$ cat src/rtl/core/vrt_pkg.sv
// ---------------------------------------------------------------------------
// vrt_pkg: shared types and constants of the voxel ray traversal core
// Default parameters, datapath op codes and the controller/datapath structs.
// ---------------------------------------------------------------------------
package vrt_pkg;

	localparam int GRID_SIZE_DEF = 32;
	localparam int FRAC_BITS_DEF = 16;
	localparam int MAX_REACH_DEF = 16;

	typedef logic [3:0] vrt_op_t;

	localparam vrt_op_t OP_NONE       = 4'd0;
	localparam vrt_op_t OP_CLR        = 4'd1;
	localparam vrt_op_t OP_LOAD       = 4'd2;
	localparam vrt_op_t OP_WRITE      = 4'd3;
	localparam vrt_op_t OP_SQ         = 4'd4;
	localparam vrt_op_t OP_SQRT_INIT  = 4'd5;
	localparam vrt_op_t OP_SQRT_STEP  = 4'd6;
	localparam vrt_op_t OP_STORE_INF  = 4'd7;
	localparam vrt_op_t OP_DIV_INIT   = 4'd8;
	localparam vrt_op_t OP_DIV_STEP   = 4'd9;
	localparam vrt_op_t OP_DIV_STORE  = 4'd10;
	localparam vrt_op_t OP_MUL_FD     = 4'd11;
	localparam vrt_op_t OP_READ       = 4'd12;
	localparam vrt_op_t OP_HIT        = 4'd13;
	localparam vrt_op_t OP_STEP       = 4'd14;
	localparam vrt_op_t OP_OUT_LOAD   = 4'd15;

	// sel_max: 0 = tDelta division, 1 = tMax division
	typedef struct packed {
		vrt_op_t     op;
		logic [1:0]  axis;
		logic        sel_max;
	} vrt_cmd_t;

	typedef struct packed {
		logic is_write;
		logic dir_zero;
		logic axis_zero;
		logic solid;
		logic over_lim;
		logic clr_done;
	} vrt_sts_t;

endpackage

$ cat src/rtl/core/vrt_ctrl.sv
// ---------------------------------------------------------------------------
// vrt_ctrl: sequencer of the voxel ray traversal core
// Clearing pass, request decode, setup sequencing, DDA walk and output hold.
// ---------------------------------------------------------------------------
module vrt_ctrl import vrt_pkg::*; #(
	parameter int FRAC_BITS = FRAC_BITS_DEF
) (
	input  logic     clk,
	input  logic     arst_n,
	input  logic     in_valid,
	output logic     in_ready,
	output logic     out_valid,
	input  logic     out_ready,
	output vrt_cmd_t cmd,
	input  vrt_sts_t sts
);

	localparam int DIV_STEPS  = FRAC_BITS + 25;
	localparam int SQRT_STEPS = 24;
	localparam int CNT_W      = $clog2(DIV_STEPS);

	localparam logic [3:0] ST_CLEAR  = 4'd0;
	localparam logic [3:0] ST_IDLE   = 4'd1;
	localparam logic [3:0] ST_DECODE = 4'd2;
	localparam logic [3:0] ST_WRITE  = 4'd3;
	localparam logic [3:0] ST_SQ     = 4'd4;
	localparam logic [3:0] ST_SQRT_I = 4'd5;
	localparam logic [3:0] ST_SQRT   = 4'd6;
	localparam logic [3:0] ST_AXIS   = 4'd7;
	localparam logic [3:0] ST_MUL    = 4'd8;
	localparam logic [3:0] ST_DIV_I  = 4'd9;
	localparam logic [3:0] ST_DIV    = 4'd10;
	localparam logic [3:0] ST_STORE  = 4'd11;
	localparam logic [3:0] ST_RD     = 4'd12;
	localparam logic [3:0] ST_CHK    = 4'd13;
	localparam logic [3:0] ST_STEP   = 4'd14;
	localparam logic [3:0] ST_OUT    = 4'd15;

	logic [3:0]       state_q, state_d;
	logic [CNT_W-1:0] cnt_q, cnt_d;
	logic [1:0]       axis_q, axis_d;
	logic             sel_q, sel_d;
	logic             out_valid_q;
	logic             out_load;

	always_comb begin
		state_d  = state_q;
		cnt_d    = cnt_q;
		axis_d   = axis_q;
		sel_d    = sel_q;
		cmd.op      = OP_NONE;
		cmd.axis    = axis_q;
		cmd.sel_max = sel_q;
		in_ready = 1'b0;
		out_load = 1'b0;
		unique case (state_q)
			ST_CLEAR: begin
				cmd.op = OP_CLR;
				if (sts.clr_done) state_d = ST_IDLE;
			end
			ST_IDLE: begin
				in_ready = 1'b1;
				if (in_valid) begin
					cmd.op  = OP_LOAD;
					state_d = ST_DECODE;
				end
			end
			ST_DECODE: begin
				cnt_d = '0;
				if (sts.is_write)      state_d = ST_WRITE;
				else if (sts.dir_zero) state_d = ST_OUT;
				else                   state_d = ST_SQ;
			end
			ST_WRITE: begin
				cmd.op  = OP_WRITE;
				state_d = ST_OUT;
			end
			ST_SQ: begin
				cmd.op   = OP_SQ;
				cmd.axis = cnt_q[1:0];
				if (cnt_q == CNT_W'(3)) state_d = ST_SQRT_I;
				else cnt_d = cnt_q + 1'b1;
			end
			ST_SQRT_I: begin
				cmd.op  = OP_SQRT_INIT;
				cnt_d   = '0;
				state_d = ST_SQRT;
			end
			ST_SQRT: begin
				cmd.op = OP_SQRT_STEP;
				if (cnt_q == CNT_W'(SQRT_STEPS - 1)) begin
					axis_d  = 2'd0;
					state_d = ST_AXIS;
				end else begin
					cnt_d = cnt_q + 1'b1;
				end
			end
			ST_AXIS: begin
				sel_d = 1'b0;
				if (sts.axis_zero) begin
					cmd.op = OP_STORE_INF;
					if (axis_q == 2'd2) state_d = ST_RD;
					else axis_d = axis_q + 1'b1;
				end else begin
					state_d = ST_DIV_I;
				end
			end
			ST_MUL: begin
				cmd.op  = OP_MUL_FD;
				state_d = ST_DIV_I;
			end
			ST_DIV_I: begin
				cmd.op  = OP_DIV_INIT;
				cnt_d   = '0;
				state_d = ST_DIV;
			end
			ST_DIV: begin
				cmd.op = OP_DIV_STEP;
				if (cnt_q == CNT_W'(DIV_STEPS - 1)) state_d = ST_STORE;
				else cnt_d = cnt_q + 1'b1;
			end
			ST_STORE: begin
				cmd.op = OP_DIV_STORE;
				if (!sel_q) begin
					sel_d   = 1'b1;
					state_d = ST_MUL;
				end else if (axis_q == 2'd2) begin
					state_d = ST_RD;
				end else begin
					axis_d  = axis_q + 1'b1;
					state_d = ST_AXIS;
				end
			end
			ST_RD: begin
				cmd.op  = OP_READ;
				state_d = ST_CHK;
			end
			ST_CHK: begin
				if (sts.solid) begin
					cmd.op  = OP_HIT;
					state_d = ST_OUT;
				end else begin
					state_d = ST_STEP;
				end
			end
			ST_STEP: begin
				if (sts.over_lim) begin
					state_d = ST_OUT;
				end else begin
					cmd.op  = OP_STEP;
					state_d = ST_RD;
				end
			end
			ST_OUT: begin
				if (!out_valid_q || out_ready) begin
					cmd.op   = OP_OUT_LOAD;
					out_load = 1'b1;
					state_d  = ST_IDLE;
				end
			end
			default: state_d = ST_IDLE;
		endcase
	end

	always_ff @(posedge clk or negedge arst_n) begin
		if (!arst_n) begin
			state_q     <= ST_CLEAR;
			cnt_q       <= '0;
			axis_q      <= '0;
			sel_q       <= 1'b0;
			out_valid_q <= 1'b0;
		end else begin
			state_q <= state_d;
			cnt_q   <= cnt_d;
			axis_q  <= axis_d;
			sel_q   <= sel_d;
			if (out_load)       out_valid_q <= 1'b1;
			else if (out_ready) out_valid_q <= 1'b0;
		end
	end

	assign out_valid = out_valid_q;

endmodule

$ cat config.mk
export PLATFORM = sky130hd
export DESIGN_NAME = vrt_ctrl
export DESIGN_NICKNAME = d
export VERILOG_FILES = /design/src/rtl/core/vrt_pkg.sv /design/src/rtl/core/vrt_ctrl.sv
export SDC_FILE = /design/constraint.sdc
export NUM_CORES = 1
export LEC_CHECK = 0
export BUFFER_PORTS_ARGS = -buffer_cell sky130_fd_sc_hd__buf_4
export CELL_PAD_IN_SITES_DETAIL_PLACEMENT = 1
export CELL_PAD_IN_SITES_GLOBAL_PLACEMENT = 2
export CORE_ASPECT_RATIO = 1.2
export CORE_MARGIN = 2
export CORE_UTILIZATION = 30
export CTS_CLUSTER_DIAMETER = 100
export DETAILED_ROUTE_END_ITERATION = 8
export PLACE_DENSITY = 0.72
export SLEW_MARGIN = 20
export SYNTH_ARGS = -nofsm -noshare
export SYNTH_HDL_FRONTEND = slang
export SYNTH_SLANG_ARGS = --single-unit
export TNS_END_PERCENT = 100
$ cat constraint.sdc
create_clock -name clk -period 1.95 [get_ports clk]
set_clock_uncertainty 0.15 [all_clocks]
set_input_delay 0.39 -clock clk [delete_from_list [all_inputs] [get_ports clk]]
set_output_delay 0.39 -clock clk [all_outputs]
set_load 0.1 [all_outputs]
After elaboration in Yosys (flattened, before gate mapping). Index checks and enable logic that the tools add are counted.

Bits in registers: 14. Input bits: 10. Output and inout port bits: 9. Word-level logic and storage cells: 86.

$add $sub $neg: 2. Equal/unequal tests: 31. Muxes and demuxes: 37. Reductions and logical operators: 11.

Operators with widths (count): 4-bit case mux with 16 select lines (1); 4-bit two-way mux (15); 4-bit case mux with 15 select lines (1); 4-bit == test (second input constant) (8); 6-bit case mux with 4 select lines (1); 2-bit inequality test (second input constant) (11); 6-bit two-way mux (3); 4-bit by 3-bit == test with 1-bit output (second input constant) (4); 2-bit two-way mux (7); 4-bit by 2-bit == test with 1-bit output (second input constant) (2); 4-bit AND reduction (2); 7-bit AND reduction (1); 6-bit by 1-bit adder with 6-bit output (second input constant) (1); 6-bit by 2-bit == test with 1-bit output (second input constant) (1); 6-bit by 5-bit == test with 1-bit output (second input constant) (1); 6-bit == test (second input constant) (1); 1-bit two-way mux (6); 2-bit case mux with 3 select lines (1); 4-bit by 1-bit == test with 1-bit output (second input constant) (1); 4-bit zero test (1); 2-bit nonzero test (2); 4-bit nonzero test (1); 3-bit two-way mux (1); 3-bit inequality test (second input constant) (1); other kinds (7) (7).

Longest topological paths before layout.
Word-level depth: 5. Gate-level depth with buffers: 7. Gate-level depth less buffers: 7.

Worst setup path before layout. OpenSTA, ideal clock, no wires.

Kind: register -> output. Start point: register out_valid_q (netlist: out_valid). End point: output port cmd[3] (netlist bit). Data arrival time: 3.681 ns. Data required time: 1.410 ns. Path slack: -2.271 ns. Stages on the path, launching flop included: 6. Buffers on the path: 0. Cell sequence: dfrtp_1 > nor2b_1 > a21o_1 > a21oi_1 > nor2_1 > a311oi_1.

RTL lines: start: declaration (RTL line vrt_ctrl.sv:43) `logic out_valid_q;`; start signal: assignment (RTL line vrt_ctrl.sv:171) `out_valid_q <= 1'b0;`; start signal: assignment (RTL line vrt_ctrl.sv:177) `if (out_load) out_valid_q <= 1'b1;`; start signal: assignment (RTL line vrt_ctrl.sv:178) `else if (out_ready) out_valid_q <= 1'b0;`; end: declaration (RTL line vrt_ctrl.sv:14) `output vrt_cmd_t cmd,`.

Final worst setup path.
Start point: register state_q[1]. End point: register state_q[0].

Longest elaborated chain between the ends: 3. Elaborated cells between the ends (all ways): 25. Classes of those cells: 22 x eq/ne; 1 x mux; 2 x reduce/logical.

RTL lines: start: declaration (RTL line vrt_ctrl.sv:39) `logic [3:0] state_q, state_d;`; start signal: assignment (RTL line vrt_ctrl.sv:173) `state_q <= state_d;`; 4-bit by 3-bit == test with 1-bit output, or another cell as far along (RTL line vrt_ctrl.sv:56) `unique case (state_q)`; 3-bit inequality test (no source line) or 2-bit inequality test (tied branches); 7-bit AND reduction (no source line).

Parallel ways exist; a longest one is shown, timed or not. A chain may end at the register's enable or synchronous reset.

==> results.sh <==
export IMPL_critical_path_max_stage_delay_ns=0.49
export IMPL_tightestPinTransition_ns=0.503
export IMPL_clk_latency_ns=0.24
export IMPL_die_h_um=74.4
export IMPL_ant_nets=0
export IMPL_met1_length_mm=2.16
export IMPL_grt_overflow=0
export IMPL_syn_avg_cell_area_sq_um=8.10
export IMPL_status="complete, but fails checks"
export IMPL_first_pass_iters=4
export IMPL_hold_viol=0
export IMPL_synth_commonest_cells="o21ai_0, dfrtp_1, a21oi_1"
export IMPL_cp_max_fo=8
export IMPL_rr_endpoint="state_q[0]"
export IMPL_rsz0062_at_grt="true"
export IMPL_drive_gt1_share_pct=61.6
export IMPL_yosysUniqueCellTypes=44
export IMPL_cp_num_cells=7
export IMPL_yosysSeqAreaShare_pct=28.3
export IMPL_tritoncts="built"
export IMPL_crit_buf_inv=2
export IMPL_routed_wl_mm=6.07
export IMPL_whs_ns=0.327
export IMPL_viasPerCell=5.53
export IMPL_critPathLaunch="state_q[1]"
export IMPL_ys_warn_count=0
export IMPL_die_area_sq_um=4670
export IMPL_remaining_drc_errors=0
export IMPL_place_area_sq_um=1890
export IMPL_path_class="register to register"
export IMPL_yosysMostFrequentCell="o21ai_0"
export IMPL_post_dp_hpwl_mm=3.66
export IMPL_dp_cells=265
export IMPL_wire_per_inst_um=21.2
export IMPL_yosysTopAreaCell="dfrtp_1"
export IMPL_stdcell_count=286
export IMPL_hp_class="register to register"
export IMPL_synthFlopType="dfrtp_1"
export IMPL_placement_io_buffers=18
export IMPL_crit_chain="buf_6, buf_4, nand2b_1, o21ai_0, mux2_2, o221ai_1, mux2_4"
export IMPL_rows=25
export IMPL_synth_edff_count=0
export IMPL_grt_util_all_layers_pct=23.5
export IMPL_grt_pass1_wl_mm=8.50
export IMPL_syn_num_nets=166
export IMPL_root_buffer="clkbuf_8"
export IMPL_period_minus_slack_ns=2.25
export IMPL_area_growth_pct=91.9
export IMPL_critPathLaunchType="register"
export IMPL_cts_inserted_buffers=3
export IMPL_drt_iter0_drc=46
export IMPL_maxUsedRoutingLayer="met4"
export IMPL_nNetsFinal=246
export IMPL_grt_max_degree=15
export IMPL_failed_checks="negative setup slack"
export IMPL_antennaDiodeCount=0
export IMPL_reg2regPathDepth=7
export IMPL_syn_cell_area_sq_um=1240
export IMPL_finalMaxSlewViolations=0
export IMPL_clock_sinks=14
export IMPL_arrival_ns=2.23
export IMPL_synthCells=153
export IMPL_synth_top_area_share_pct=28.3
export IMPL_core_sq_um=3940
export IMPL_critical_path_endpoint="state_q[0]"
export IMPL_wl_met2_mm=3.38
export IMPL_gp_congestion=0.903
export IMPL_cts_buffer_depth=2
export IMPL_max_cap_violations=0
export IMPL_initial_core_util_pct=31.5
export IMPL_fillCellCount=456
export IMPL_finalCritPeriodShare_pct=115
export IMPL_slew_headroom_pct=66.1
export IMPL_end_kind="register"
export IMPL_die_w_um=62.7
export IMPL_vias=1582
export IMPL_crit_family="multiplexers"
export IMPL_ios=19
export IMPL_r2r_slack_ns=-0.30
export IMPL_fin_area_sq_um=2380
export IMPL_yosys_top_cells_area="dfrtp_1, o21ai_0, a21oi_1"
export IMPL_r2r_start="state_q[1]"
export IMPL_async_flop_share_pct=100
export IMPL_critPathSlowestCell="dfrtp_2"
export IMPL_setup_viol=16
export IMPL_fmax_mhz=444
export IMPL_required_ns=1.93
export IMPL_wl_met3_um=225
export IMPL_antenna_found_initial=0
export IMPL_setup_slack_ns=-0.301
export IMPL_clk_pin_slew_ns=0.06
export IMPL_h_tree_depth=1
export IMPL_ys_ff_latch=14
export IMPL_grt_pass1_vias=1724
cell families (layout without fill, tap and decap cells):
kind of cell | count (synthesis) | after routing | synth area share, %
simple gates | 52 | 52 | 23.6
mux | 9 | 9 | 7.87
fa+ha+maj | 3 | 3 | 3.03
compound gates | 55 | 55 | 29.7
flops | 14 | 14 | 28.3
buf+inv | 20 | 99 | 7.57
what timing repair did:
| item | in CTS | in global routing |
|---|---|---|
| setup buffers | 12 | 4 |
| setup endpoints to repair | 17 | 19 |
| hold endpoints to repair | 14 | 0 |
| pin swaps | 10 | 11 |
| hold buffers | 1 | 0 |
| gates resized for setup | 55 | 25 |
worst min path at each step:
stage                    from         to  slack (ns)  depth (start not counted)
floorplan              arst_n  axis_q[0]       -0.06                          0
global placement       arst_n   cnt_q[4]        0.10                          1
detailed placement     arst_n   cnt_q[5]        0.11                          1
CTS                 axis_q[0]  axis_q[0]        0.33                          1
global route        axis_q[0]  axis_q[0]        0.36                          1
finish              axis_q[0]  axis_q[0]        0.33                          1
placed cells by master (no fill, tap or decap), types with 2 or more instances in the layout:
| cell type | netlist | routed |
|---|---|---|
| dfrtp_2 | 0 | 4 |
| dfrtp_1 | 14 | 9 |
| buf_4 | 2 | 63 |
| and3_1 | 4 | 3 |
| o221ai_1 | 2 | 2 |
| a21oi_2 | 1 | 2 |
| inv_1 | 9 | 6 |
| nor4bb_4 | 0 | 2 |
| mux2_4 | 0 | 5 |
| a21oi_4 | 0 | 3 |
| nand2b_1 | 3 | 3 |
| nand2_1 | 8 | 4 |
| mux2i_1 | 3 | 3 |
| o21ai_4 | 0 | 2 |
| nor2_2 | 0 | 3 |
| buf_6 | 1 | 15 |
| nand3_1 | 7 | 6 |
| inv_2 | 0 | 2 |
| a21oi_1 | 12 | 8 |
| clkbuf_8 | 0 | 4 |
| o21ai_1 | 2 | 4 |
| o31ai_1 | 4 | 2 |
| buf_12 | 0 | 7 |
| nor2b_1 | 5 | 4 |
| o31ai_2 | 3 | 5 |
| nand2_2 | 0 | 3 |
| ha_1 | 3 | 2 |
| o21ai_0 | 18 | 13 |
| nor2_1 | 11 | 7 |
| nand4_1 | 2 | 2 |
| or3_4 | 1 | 2 |
registers in the layout, indices dropped and copies added, names as in the netlist:
register and flops:
cnt_q 6, state_q 4, axis_q 2, out_valid 1, sel_q 1
layer usage:
metal  track usage (%)  vias up
met3              1.97       19
met4              8.89        0
met5                 0        -
met2              49.3       44
met1              24.3      796
li1                  -      723
stage by stage:
step / worst slack (ns) / TNS [ns] / utilization [%]
6_report: -0.301 / -2.87 / 60.4
5_1_grt: -0.371 / -3.74 / 60.4
4_1_cts: -0.268 / -2.07 / 56.9
3_5_place_dp: -0.200 / -1.55 / 47.9
3_3_place_gp: -0.155 / -1.10 / 47.9
2_1_floorplan: -0.662 / -1.80 / -
area by class of cell:
class	instances	area (sq um)	share of cell area, %
multi-input combinational	119	1070	44.8
sequential	14	359	15.1
tap	54	67.6	2.84
inverter	9	38.8	1.63
clock buffer	4	55.1	2.31
timing repair buffer	86	792	33.3
Power is left out: the tool's default activity adds up to more than one toggle a clock period on the data nets, which glitch-free logic cannot reach.
